### config.mk
export PLATFORM = sky130hd
export DESIGN_NAME = tsl_sqrt_step
export DESIGN_NICKNAME = d
export VERILOG_FILES = /design/src/rtl/core/tsl_pkg.sv /design/src/rtl/core/tsl_sqrt_step.sv
export SDC_FILE = /design/constraint.sdc
export NUM_CORES = 1
export LEC_CHECK = 0
export BUFFER_PORTS_ARGS = -buffer_cell sky130_fd_sc_hd__buf_2
export CAP_MARGIN = 10
export CORE_AREA = 2 2 409 411
export DETAILED_ROUTE_END_ITERATION = 8
export DIE_AREA = 0 0 411 413
export GPL_TIMING_DRIVEN = 0
export PLACE_DENSITY = 0.35
export SLEW_MARGIN = 20
export SYNTH_ARGS = -nofsm -noshare
export SYNTH_HDL_FRONTEND = slang
export SYNTH_SLANG_ARGS = --single-unit
### constraint.sdc
create_clock -name clk -period 16.8 [get_ports clk]
set_clock_uncertainty 0.05 [all_clocks]
set_input_delay 1.68 -clock clk [delete_from_list [all_inputs] [get_ports clk]]
set_output_delay 1.68 -clock clk [all_outputs]
set_load 0.01 [all_outputs]
### src/rtl/core/tsl_pkg.sv
// Shared types and constants of the twist speed limiter.
`timescale 1ns / 1ps
package tsl_pkg;

    localparam int AXIS_COUNT = 6;
    localparam int LIN_AXES   = 3;
    localparam int COMP_W     = 32;
    localparam int LIM_W      = 31;
    localparam int SUM_W      = 64;
    localparam int ROOT_W     = 32;
    localparam int REM_W      = 34;
    localparam int QUO_W      = 31;
    localparam int IDX_W      = 2;

    localparam logic [5:0]       MASK_RESET = 6'd63;
    localparam logic [LIM_W-1:0] LIM_RESET  = 31'd65536;

    typedef enum logic [IDX_W-1:0] {
        REG_AXIS_MASK = 2'd0,
        REG_MAX_LIN   = 2'd1,
        REG_MAX_ANG   = 2'd2
    } reg_idx_t;

    // Item inside the square-root pipe: part 0 linear, part 1 angular.
    typedef struct packed {
        logic [AXIS_COUNT-1:0][COMP_W-1:0] comp;
        logic [1:0]                        nlin;
        logic [1:0]                        nang;
        logic [LIM_W-1:0]                  lim_lin;
        logic [LIM_W-1:0]                  lim_ang;
        logic                              lc;
        logic                              ac;
        logic [1:0][SUM_W-1:0]             x;
        logic [1:0][REM_W-1:0]             rem;
        logic [1:0][ROOT_W-1:0]            root;
    } sq_t;

    // Item inside the divider pipe, one lane per component.
    typedef struct packed {
        logic [AXIS_COUNT-1:0][COMP_W-1:0] comp;
        logic [AXIS_COUNT-1:0]             scale;
        logic                              lc;
        logic                              ac;
        logic [AXIS_COUNT-1:0][ROOT_W-1:0] norm;
        logic [AXIS_COUNT-1:0][ROOT_W-1:0] rem;
        logic [AXIS_COUNT-1:0][QUO_W-1:0]  plow;
        logic [AXIS_COUNT-1:0][QUO_W-1:0]  quo;
    } dv_t;

    function automatic logic [COMP_W-1:0] mag_of(input logic [COMP_W-1:0] c);
        return c[COMP_W-1] ? (~c + 1'b1) : c;
    endfunction

endpackage

### src/rtl/core/tsl_sqrt_step.sv
// One digit stage of the two-part integer square root.
`timescale 1ns / 1ps
module tsl_sqrt_step
    import tsl_pkg::*;
(
    input  logic clk,
    input  logic rst_n,
    input  logic in_valid,
    output logic in_ready,
    input  sq_t  in_data,
    output logic out_valid,
    input  logic out_ready,
    output sq_t  out_data
);

    logic valid_reg;
    sq_t  data_reg, data_next;
    logic [REM_W-1:0] rem2, trial;

    assign in_ready = ~valid_reg | out_ready;

    always_comb
    begin
        data_next = in_data;
        rem2      = '0;
        trial     = '0;
        for (int p = 0; p < 2; p++)
        begin
            rem2  = {in_data.rem[p][REM_W-3:0], in_data.x[p][SUM_W-1 -: 2]};
            trial = {in_data.root[p], 2'b01};
            data_next.x[p] = {in_data.x[p][SUM_W-3:0], 2'b00};
            if (rem2 >= trial)
            begin
                data_next.rem[p]  = rem2 - trial;
                data_next.root[p] = {in_data.root[p][ROOT_W-2:0], 1'b1};
            end
            else
            begin
                data_next.rem[p]  = rem2;
                data_next.root[p] = {in_data.root[p][ROOT_W-2:0], 1'b0};
            end
        end
    end

    always_ff @(posedge clk or negedge rst_n)
    begin
        if (!rst_n)
            valid_reg <= 1'b0;
        else if (in_ready)
            valid_reg <= in_valid;
    end

    always_ff @(posedge clk)
    begin
        if (in_ready && in_valid)
            data_reg <= data_next;
    end

    assign out_valid = valid_reg;
    assign out_data  = data_reg;

    // remainder never exceeds twice the partial root
    a_rem_bound: assert property (@(posedge clk) disable iff (!rst_n)
        valid_reg |-> data_reg.rem[0] <= {1'b0, data_reg.root[0], 1'b0})
        else $error("square root remainder out of range");

endmodule

* Word level (Yosys, flattened, before mapping) *
Cells that the tools add are included.

cells by class
  bitwise logic cells = 2
  muxes and demuxes = 4
  add/subtract/negate cells = 2
  magnitude comparators = 2
  reduce and logical (&&, ||, !) cells = 1

operators by type and width
  operator              number
  34-bit >= comparator  2
  34-bit 2-to-1 mux     2
  34-bit subtractor     2
  1-bit 2-to-1 mux      2
  1-bit logical AND     1
  1-bit inverter        1
  1-bit bitwise OR      1

word-level totals
  output and inout bits = 522
  register bits after elaboration = 517

* Depth between registers and ports, before layout *
  word-level depth = 3
  gate-level depth with buffers = 13
  mapped depth without buffers = 11

* Least setup slack after synthesis *
Ideal clock, no wire load.

  path kind = input to register
  start point = input out_ready
  end point = register data_reg (netlist bit out_data[0]), enable pin
  arrival time = 13.568 ns
  setup slack = 2.232 ns
  path buffers = 0
  stages = 2
  library setup time = 0.950 ns
  cell sequence = nand2b_1 -> and2_1

between the ends
  cells in the longest elaborated chain, start to end = 2

ends and longest elaborated chain
  what                  line                 source
  start, declared       tsl_sqrt_step.sv:12  input logic out_ready,
  1-bit bitwise OR      tsl_sqrt_step.sv:20  assign in_ready = ~valid_reg | out_ready;
  1-bit logical AND     tsl_sqrt_step.sv:55  if (in_ready && in_valid)
  end signal, assigned  tsl_sqrt_step.sv:56  data_reg <= data_next;
  end, declared         tsl_sqrt_step.sv:17  sq_t data_reg, data_next;

Every way passes these cells.
A chain may end at the register's enable or synchronous reset.

==> results by group <==
Hold path
  – Hold WC Path Type: register to register

Placed design
  – Pre-CTS setup slack: 11.05 ns
  – Post-DP HPWL: 91300 um
  – Placer congestion estimate: 0.861
  – PortBufs: 1037

Layout
  – Share of post-route cells with drive strength above 1: 0.480
  – Final Util: 0.186
  – Commonest non-fill, non-tap cell in the layout: buf_2
  – Area delta synth->final: 52.4%
  – Final nets: 3009
  – Commonest non-fill, non-tap cells in the layout: buf_2 (1050), edfxtp_1 (516), nand2_1 (111)

Yosys
  – Synth cell types: 66
  – Mapped Avg Cell Area: 15.7 um^2
  – Seq/Total Area, Yosys: 0.765
  – Cells after Synth: 1291
  – Mapped Area: 0.0203 mm^2
  – Yosys warnings: 0
  – Synth async-reset ratio: 0.00193
  – Ys flop type: edfxtp_1
  – Yosys reg bits: 517
  – EDFF count, synth: 516

Power
  – Worst IR Drop VDD: 0.0000712 V
  – Pwr dens: 115 mW/mm^2
  – P_leak: 12.7 nW

Clock tree
  – Root buf cell: clkbuf_16
  – Clk slew on worst S/H paths: 0.06 ns
  – Clk sink count: 517
  – Hold_buf cts: 0
  – Max clock buf depth: 3
  – H-tree levels: 3
  – CTS buffer count: 72
  – Post-CTS setup buffers: 0
  – CTS resizes: 0
  – Clk_lat worst skew: 0.70 ns
  – CTS tree: built

Global route
  – Initial antenna violation count: 71
  – First-pass GRT wire length: 139000 um
  – Gr ovfl total: 0
  – Total GRT Usage: 0.122
  – Vias in the first global route: 15552
  – Pin count of the biggest net entering global routing: 54

Setup path
  – Critical path peak fanout: 4
  – Max incr delay on CP: 0.68 ns
  – Critical-path cell list: buf_2 > inv_1 > ha_1 > or3_1 > o22ai_1 > a21oi_1 > a21oi_1 > o211ai_1 > a21oi_1 > a2111oi_0 > a211oi_1
  – Worst EP arrival: 5.24 ns
  – CP most frequent cell: a21oi_1
  – CP max stage cell: a21oi_1
  – Nature of the critical path endpoint: register
  – Crit path kind: input pin to register
  – Crit start category: input pin
  – Worst EP required: 17.22 ns

Run
  – Max-Cap Viols: 0

Timing
  – # setup viols final: 0
  – Final Max Slew Viols: 0
  – Fin. Hold Viols: 0
  – Minimum clock period: 4.82 ns
  – RSZ-0062 raised after global routing: false
  – Rel. slew slack: 0.375
  – Fmax: 207 MHz
  – Pin slew with the least headroom to its limit: 0.937 ns
  – Final worst slack: 11.98 ns
  – Part of the cycle the worst path needs: 0.287

Die
  – Starting density of the core: 0.122
  – Rows: 150
  – Die X: 411 um
  – DIE HEIGHT: 413 um
  – Ports: 1046
  – Core area: 0.166 mm^2
  – Die area: 0.170 mm^2

Drt
  – Via count: 15740
  – # DRC: 0
  – M1 WL: 40000 um
  – 1st-pass router iterations: 7
  – Initial DRC Count: 848
  – Top sig layer: met5
  – Drt total wl: 109000 um
  – Vias per cell: 3.35
  – Antenna Nets Post-Route: 0
  – Met3 wire length: 12100 um
  – Wire per inst: 23.2 um
  – Routed wl met2: 54300 um

Outcome
  – Status: completed
## routing by layer
layer,up-vias,GRT usage
li1,7167,-
met1,7589,0.136
met2,786,0.212
met3,160,0.0502
met4,38,0.0348
met5,-,0
## Yosys cell counts, drive strengths merged (2+ instances only)
| cell | n | area [um^2] |
|---|---|---|
| a2111oi | 5 | 62.6 |
| a211oi | 8 | 65.1 |
| a21boi | 6 | 45.0 |
| a21o | 36 | 270 |
| a21oi | 64 | 324 |
| a221oi | 3 | 26.3 |
| a31o | 2 | 17.5 |
| a31oi | 6 | 37.5 |
| a41oi | 3 | 26.3 |
| and2 | 6 | 37.5 |
| and3 | 11 | 68.8 |
| and3b | 2 | 17.5 |
| and4 | 3 | 28.8 |
| buf | 18 | 106 |
| clkbuf | 19 | 72.6 |
| edfxtp | 516 | 15500 |
| ha | 68 | 851 |
| inv | 87 | 327 |
| mux2 | 2 | 22.5 |
| mux2i | 2 | 20.0 |
| nand2 | 111 | 417 |
| nand2b | 7 | 43.8 |
| nand3 | 24 | 125 |
| nand4 | 13 | 81.3 |
| nor2 | 41 | 154 |
| nor2b | 5 | 31.3 |
| nor3 | 18 | 90.1 |
| nor3b | 2 | 15.0 |
| nor4 | 2 | 12.5 |
| o211ai | 7 | 57.6 |
| o21a | 8 | 60.1 |
| o21ai | 90 | 454 |
| o21bai | 9 | 67.6 |
| o31ai | 12 | 110 |
| or2 | 4 | 25.0 |
| or3 | 3 | 18.8 |
| xnor2 | 27 | 236 |
| xor2 | 27 | 236 |
## power breakdown
part           internal [mW]  switching (mW)  total [mW]
combinational          0.178           0.311       0.489
clock                  0.868           0.650        1.52
sequential              1.52          0.0230        1.54
total                   2.57           0.984        3.55
## critical path: cells and delay by family
family                     cells  cell delay [ns]
AOI/OAI and AO/OA              7             2.71
and+or+nand+nor                1             0.35
buffers and inverters          2             0.23
adders and majority gates      1             0.25
## path summary, 6_finish.rpt
check | startpoint | slack, ns | endpoint | cells after the start
setup / recovery | in_data[32] | 11.98 | out_data[125] | 11
hold / removal | out_valid | 0.64 | out_valid | 2
setup reg to reg | out_valid | 14.10 | out_data[159] | 6
hold reg to reg | out_valid | 0.64 | out_valid | 2
max in group asynchronous | rst_n | 15.92 | out_valid | 1
min in group asynchronous | rst_n | 0.70 | out_valid | 1
## registers in the layout (all words and copies together) (netlist names)
signal     cells
out_valid      1
out_data     516
## logic make-up after synthesis
kind of cell	synth area share
AOI/OAI and AO/OA	0.0849
xor gates and xnor gates	0.0233
adders and majority gates	0.0419
buffers and inverters	0.0249
DFF	0.765
muxes	0.00210
other	0.000185
and+or+nand+nor	0.0578
## metrics by stage
stage | hold WS (ns) | cell area (um^2) | instances | total power, mW | TNS [ns]
after floorplan | 0.572 | 20300 | 1294 | 1.83 | 0
after global placement | 0.599 | 28200 | 4535 | 2.13 | -2816.76
after detailed placement | 0.619 | 28600 | 4547 | 2.07 | 0
after CTS | 0.610 | 30900 | 4676 | 3.64 | 0
after global routing | 0.651 | 30900 | 4677 | 3.72 | 0
final | 0.637 | 30900 | 4699 | 3.55 | 0
## layout make-up
cell class / instances / area (um^2)
clock inverter: 41 / 418
tap: 2204 / 2760
timing repair buffer: 1049 / 5510
clock buffer: 88 / 1880
multi-input combinational: 653 / 4280
fill: 18398 / 135000
antenna: 23 / 57.6
inverter: 87 / 327
sequential: 517 / 15500
buffer: 37 / 179
(Power assumes the default switching activity.)
