### config.mk
export PLATFORM = sky130hd
export DESIGN_NAME = tsl_div_step
export DESIGN_NICKNAME = d
export VERILOG_FILES = /design/src/rtl/core/tsl_pkg.sv /design/src/rtl/core/tsl_div_step.sv
export SDC_FILE = /design/constraint.sdc
export NUM_CORES = 1
export LEC_CHECK = 0
export ABC_CLOCK_PERIOD_IN_PS = 33300
export BUFFER_PORTS_ARGS = -buffer_cell sky130_fd_sc_hd__buf_4
export CORE_AREA = 2 2 746 748
export DETAILED_ROUTE_END_ITERATION = 8
export DIE_AREA = 0 0 748 750
export GPL_TIMING_DRIVEN = 0
export PLACE_DENSITY = 0.3
export SYNTH_ARGS = -nofsm -noshare
export SYNTH_HDL_FRONTEND = slang
export SYNTH_SLANG_ARGS = --single-unit
### constraint.sdc
create_clock -name clk -period 33.3 [get_ports clk]
set_input_delay 3.33 -clock clk [delete_from_list [all_inputs] [get_ports clk]]
set_output_delay 3.33 -clock clk [all_outputs]
set_load 0.01 [all_outputs]
### src/rtl/core/tsl_pkg.sv
// Shared types and constants of the twist speed limiter.
`timescale 1ns / 1ps
package tsl_pkg;

    localparam int AXIS_COUNT = 6;
    localparam int LIN_AXES   = 3;
    localparam int COMP_W     = 32;
    localparam int LIM_W      = 31;
    localparam int SUM_W      = 64;
    localparam int ROOT_W     = 32;
    localparam int REM_W      = 34;
    localparam int QUO_W      = 31;
    localparam int IDX_W      = 2;

    localparam logic [5:0]       MASK_RESET = 6'd63;
    localparam logic [LIM_W-1:0] LIM_RESET  = 31'd65536;

    typedef enum logic [IDX_W-1:0] {
        REG_AXIS_MASK = 2'd0,
        REG_MAX_LIN   = 2'd1,
        REG_MAX_ANG   = 2'd2
    } reg_idx_t;

    // Item inside the square-root pipe: part 0 linear, part 1 angular.
    typedef struct packed {
        logic [AXIS_COUNT-1:0][COMP_W-1:0] comp;
        logic [1:0]                        nlin;
        logic [1:0]                        nang;
        logic [LIM_W-1:0]                  lim_lin;
        logic [LIM_W-1:0]                  lim_ang;
        logic                              lc;
        logic                              ac;
        logic [1:0][SUM_W-1:0]             x;
        logic [1:0][REM_W-1:0]             rem;
        logic [1:0][ROOT_W-1:0]            root;
    } sq_t;

    // Item inside the divider pipe, one lane per component.
    typedef struct packed {
        logic [AXIS_COUNT-1:0][COMP_W-1:0] comp;
        logic [AXIS_COUNT-1:0]             scale;
        logic                              lc;
        logic                              ac;
        logic [AXIS_COUNT-1:0][ROOT_W-1:0] norm;
        logic [AXIS_COUNT-1:0][ROOT_W-1:0] rem;
        logic [AXIS_COUNT-1:0][QUO_W-1:0]  plow;
        logic [AXIS_COUNT-1:0][QUO_W-1:0]  quo;
    } dv_t;

    function automatic logic [COMP_W-1:0] mag_of(input logic [COMP_W-1:0] c);
        return c[COMP_W-1] ? (~c + 1'b1) : c;
    endfunction

endpackage

### src/rtl/core/tsl_div_step.sv
// One quotient-bit stage of the six-lane restoring divider.
`timescale 1ns / 1ps
module tsl_div_step
    import tsl_pkg::*;
(
    input  logic clk,
    input  logic rst_n,
    input  logic in_valid,
    output logic in_ready,
    input  dv_t  in_data,
    output logic out_valid,
    input  logic out_ready,
    output dv_t  out_data
);

    logic valid_reg;
    dv_t  data_reg, data_next;
    logic [ROOT_W:0] r2;

    assign in_ready = ~valid_reg | out_ready;

    always_comb
    begin
        data_next = in_data;
        r2        = '0;
        for (int i = 0; i < AXIS_COUNT; i++)
        begin
            r2 = {in_data.rem[i], in_data.plow[i][QUO_W-1]};
            data_next.plow[i] = {in_data.plow[i][QUO_W-2:0], 1'b0};
            if (r2 >= {1'b0, in_data.norm[i]})
            begin
                data_next.rem[i] = ROOT_W'(r2 - {1'b0, in_data.norm[i]});
                data_next.quo[i] = {in_data.quo[i][QUO_W-2:0], 1'b1};
            end
            else
            begin
                data_next.rem[i] = r2[ROOT_W-1:0];
                data_next.quo[i] = {in_data.quo[i][QUO_W-2:0], 1'b0};
            end
        end
    end

    always_ff @(posedge clk or negedge rst_n)
    begin
        if (!rst_n)
            valid_reg <= 1'b0;
        else if (in_ready)
            valid_reg <= in_valid;
    end

    always_ff @(posedge clk)
    begin
        if (in_ready && in_valid)
            data_reg <= data_next;
    end

    assign out_valid = valid_reg;
    assign out_data  = data_reg;

    // a scaled lane 0 keeps the partial remainder below the divisor
    a_div_rem: assert property (@(posedge clk) disable iff (!rst_n)
        valid_reg && data_reg.scale[0] |-> data_reg.rem[0] < data_reg.norm[0])
        else $error("divider remainder not below norm");

endmodule

Yosys cells after proc, flatten, opt, wreduce, memory -nomap -nowiden
Cells that the tools add are included.
{ "word_totals": {"register_bits": 951, "inputBits": 960, "out_inout_bits": 958} }
{ "classes": {"addsub": 6, "n_lt_le_gt_ge": 6, "n_mux": 12, "bitwise": 2, "reduce_logical": 1} }
{ "op_table": {"columns": ["cell", "count"], "rows": [
  ["$ge A33 B32 Y1", 6],
  ["$mux W32", 6],
  ["$sub A32 B32 Y32", 6],
  ["$mux W1", 6],
  ["$logic_and A1 B1 Y1", 1],
  ["$not A1 Y1", 1],
  ["$or A1 B1 Y1", 1]
]} }

Longest topological paths before layout
{ "logic_depth": {"ltp_word": 3, "ltp_mapped": 16, "ltp_nobuf": 13} }

Least setup slack after synthesis
No wires, ideal clock.
{ "synth_path": {"path_type": "input-to-reg", "from": "input port out_ready", "to": "register data_reg, in the netlist out_data[0] (enable)", "setup_time_ns": 1.450, "arrival_ns": 24.981, "required_time_ns": 31.850, "slack_ns": 6.869, "path_stages": 2, "n_path_buf": 0, "cell_sequence": "nand2b_1 -> and2_1"} }
{ "synth_via": {"elab_chain_len": 2} }
{ "synth_rtl": {"columns": ["element", "line", "rtl"], "rows": [
  ["start, declared", "tsl_div_step.sv:12", "input logic out_ready,"],
  ["$or A1 B1 Y1", "tsl_div_step.sv:20", "assign in_ready = ~valid_reg | out_ready;"],
  ["$logic_and A1 B1 Y1", "tsl_div_step.sv:53", "if (in_ready && in_valid)"],
  ["end signal, assigned", "tsl_div_step.sv:54", "data_reg <= data_next;"],
  ["end, declared", "tsl_div_step.sv:17", "dv_t data_reg, data_next;"]
]} }
Every way passes these cells.
A chain may end at the register's enable or synchronous reset.

==> results by group <==
Placed design
  – Number of I/O port buffers: ~1,900
  – RD Place Congestion: between 0.9 and 1
  – DP HPWL: 342,000 microns

Die
  – Die height: between 700 and 800 microns
  – Core area: roughly 550,000 sq um
  – # rows: ~270
  – Die Footprint: ~560,000 sq um
  – Initial Util: ~7.5%
  – # IOs: 1,918
  – Die X: roughly 750 microns

Worst setup path
  – R2r endpoint: out_data[955]
  – Reg2reg start: out_valid
  – R2R Setup Slk: around 30 ns
  – Crit end category: register
  – Crit. Startpoint: in_data[534]
  – WP data arrival: 7.78 ns
  – Kind of critical path: input port to register
  – Crit Path Max Fanout: 10
  – Startpoint types: input port
  – Worst-case reg-to-reg path depth: 6
  – Worst EP required: about 34 ns

Status
  – Status: complete, no violations

Clock network
  – Deepest clock path buffer count: 4
  – Worst-Skew Late Latency: between 0.8 and 0.9 ns
  – Total CTS buffers: between 150 and 200
  – H-tree depth: 4
  – Post-CTS sizing: 0
  – Clk root buf: clkbuf_16
  – Clk sinks: roughly 950
  – Post-CTS setup buffer count: 0
  – CTS tree: built
  – Clock-pin slew on the worst setup and hold paths: around 0.06 ns
  – Hold_buf cts: 0

Power
  – Pwr Total: about 3900 uW
  – Power Dens Cells: approximately 56 nW/um^2
  – Leakage: approximately 0.028 uW
  – Peak supply drop: roughly 39 uV

GRT
  – Aggregate global-route resource usage: a little over an eighth
  – Number of global-route vias before repair: ~35,000
  – Grt ovf: 0
  – First-pass GRT wire length: 464,100 microns
  – Initial antenna violation count: approximately 220
  – Largest net degree at the start of global routing: 69

Worst hold path
  – Hold endpoint: out_valid
  – Tightest Hold Check Type: register to register
  – Hold Crit Depth: 2
  – Hold path start: out_valid

Yosys
  – Synth cell count leaders: edfxtp_1, inv_1, ha_1, a21oi_1, nand2_1
  – Number of flops mapped to enable cells by yosys: 950
  – Netlist cell types: 86
  – Area leader, netlist: edfxtp_1
  – Top-count cell post-synth: edfxtp_1
  – Ys async rst share: less than 1%
  – Yosys warns: 0
  – #FFs+latches synth: between 900 and 1,000
  – Post-Syn Instances: ~2,800
  – Mean Syn Cell Area: approximately 15 sq um
  – Sequential area share after synthesis: between 60 and 70%
  – Synthesized area: a little over 40,000 sq um
  – Dominant cells by area after synthesis: edfxtp_1, ha_1, a21oi_1
  – Primary FF master, synth: edfxtp_1
  – Top cell type's share of synthesized area: 68.90%

Route
  – Post-route ant nets: 0
  – DR vias/cell: roughly 2.8
  – Drt total wl: between 300,000 and 400,000 microns
  – Vias: between 30,000 and 40,000
  – DRC errors left: 0
  – DRT Pass-1 Iters: 7
  – Starting DRT DRC Count: about 2,500
  – Routed wire per std cell: roughly 31 microns

STA
  – Final min period: 7.290 ns
  – Slew @ Worst Pin: about 1.2 ns
  – RSZ-0062 raised after global routing: no
  – Max Fclk: approximately 0.14 GHz
  – Clock Skew: around 0.045 ns
  – Max-slew violations: 0
  – Setup_tns: 0 ns
  – Final setup violation count: 0
  – Post-route clock period utilization: between 20% and 30%
  – Slew headroom: roughly 16%
  – WHS: about 0.56 ns
  – Final Hold Viols: 0

Cells and area
  – Register Area: 28,550 sq um
  – Final nets: around 6,100
  – Share of post-route cells with drive strength above 1: between 40% and 50%
  – Filler cells: around 63,000
  – Syn-to-layout area delta: 70.56%
  – Multi-input logic area: 11,570 sq um

Run
  – Max Cap Viol: 0
[sequential cells by signal, indices dropped and copies added (netlist names)]
signal	count
out_data	950
out_valid	1
[logic make-up (layout without fill, tap and decap cells)]
logic type / count (synthesis) / after routing / share of synthesized area, %
adder cells (fa/ha/maj): 198 / 198 / 6.092
AO/OA/AOI/OAI: 632 / 632 / 9.752
XOR/XNOR: 162 / 162 / 3.427
buffers and inverters: 316 / 2516 / 3.137
flip-flops: 951 / 951 / 68.96
other: 1 / 55 / 0.009057
AND/OR/NAND/NOR: 495 / 495 / 5.775
multiplexers: 89 / 89 / 2.844
[cell usage in the layout, fill, tap and decap left out, types with 27 or more instances in the layout]
cell       instances
a21o_1            82
nor2b_1           29
xor2_1            71
clkbuf_1          61
nand4_1           39
buf_4           1916
nand2_1          167
nor3_1            27
a21oi_1          185
nand3_1           41
edfxtp_1         950
diode_2           49
ha_1             192
inv_1            244
mux2_4            51
xnor2_1           91
clkbuf_16        157
nor2_1           104
nand2b_1          30
o21bai_1          30
o21ai_0          163
[through the flow]
step                area (sq um)  setup slack, ns  instances  util [%]
finish                     70610            26.01      12410     12.75
floorplan                  41420            6.869       2849         -
global route               70540            25.65      12380     12.73
global placement           64870           -10.36      12070     11.71
detailed placement         65380            25.11      12090     11.80
CTS                        70490            26.03      12360     12.72
[metal layers]
| metal | global-route usage, % | up-vias | share of wire (%) |
|---|---|---|---|
| met5 | 0 | - | 0.19 |
| met4 | 4.396 | 112 | 4.0 |
| li1 | - | 14910 | - |
| met2 | 20.13 | 1972 | 43 |
| met1 | 14.48 | 17180 | 37 |
| met3 | 8.973 | 617 | 15 |
[where the power goes]
part | switching, uW | internal (uW) | total (uW)
Combinational | 453 | 292 | 745
Clock | 713 | 1020 | 1740
Sequential | 29.8 | 1420 | 1450
Total | 1200 | 2740 | 3940
[critical path, stage by stage]
cell,delay (ns)
buf_4,0.12
ha_1,0.36
a21o_1,0.21
a21oi_1,0.55
o211a_1,0.29
o21ai_0,0.21
a31oi_1,0.22
nor2_1,0.09
nor2_1,0.11
o31a_1,0.25
buf_1,0.74
clkbuf_1,0.77
nand2_1,0.10
o21ai_0,0.39
[worst max-delay path by stage]
stage	depth (start not counted)	end	slack (ns)
after floorplan	2	out_data[0]	6.87
after global placement	3	out_data[599]	-10.36
after detailed placement	15	out_data[556]	25.11
after CTS	15	out_data[556]	26.03
after global routing	15	out_data[556]	25.65
final	14	out_data[556]	26.01
[final cells by class]
| class | count | share of cell area, % |
|---|---|---|
| tap | 7314 | 12.96 |
| clock inverter | 89 | 1.520 |
| buffer | 71 | 0.5369 |
| timing repair buffer | 1924 | 20.96 |
| inverter | 245 | 1.302 |
| antenna | 49 | 0.1736 |
| clock buffer | 187 | 5.723 |
| multi-input combinational | 1582 | 16.39 |
| sequential | 951 | 40.43 |
No activity file was read; power rests on OpenSTA's default activity.
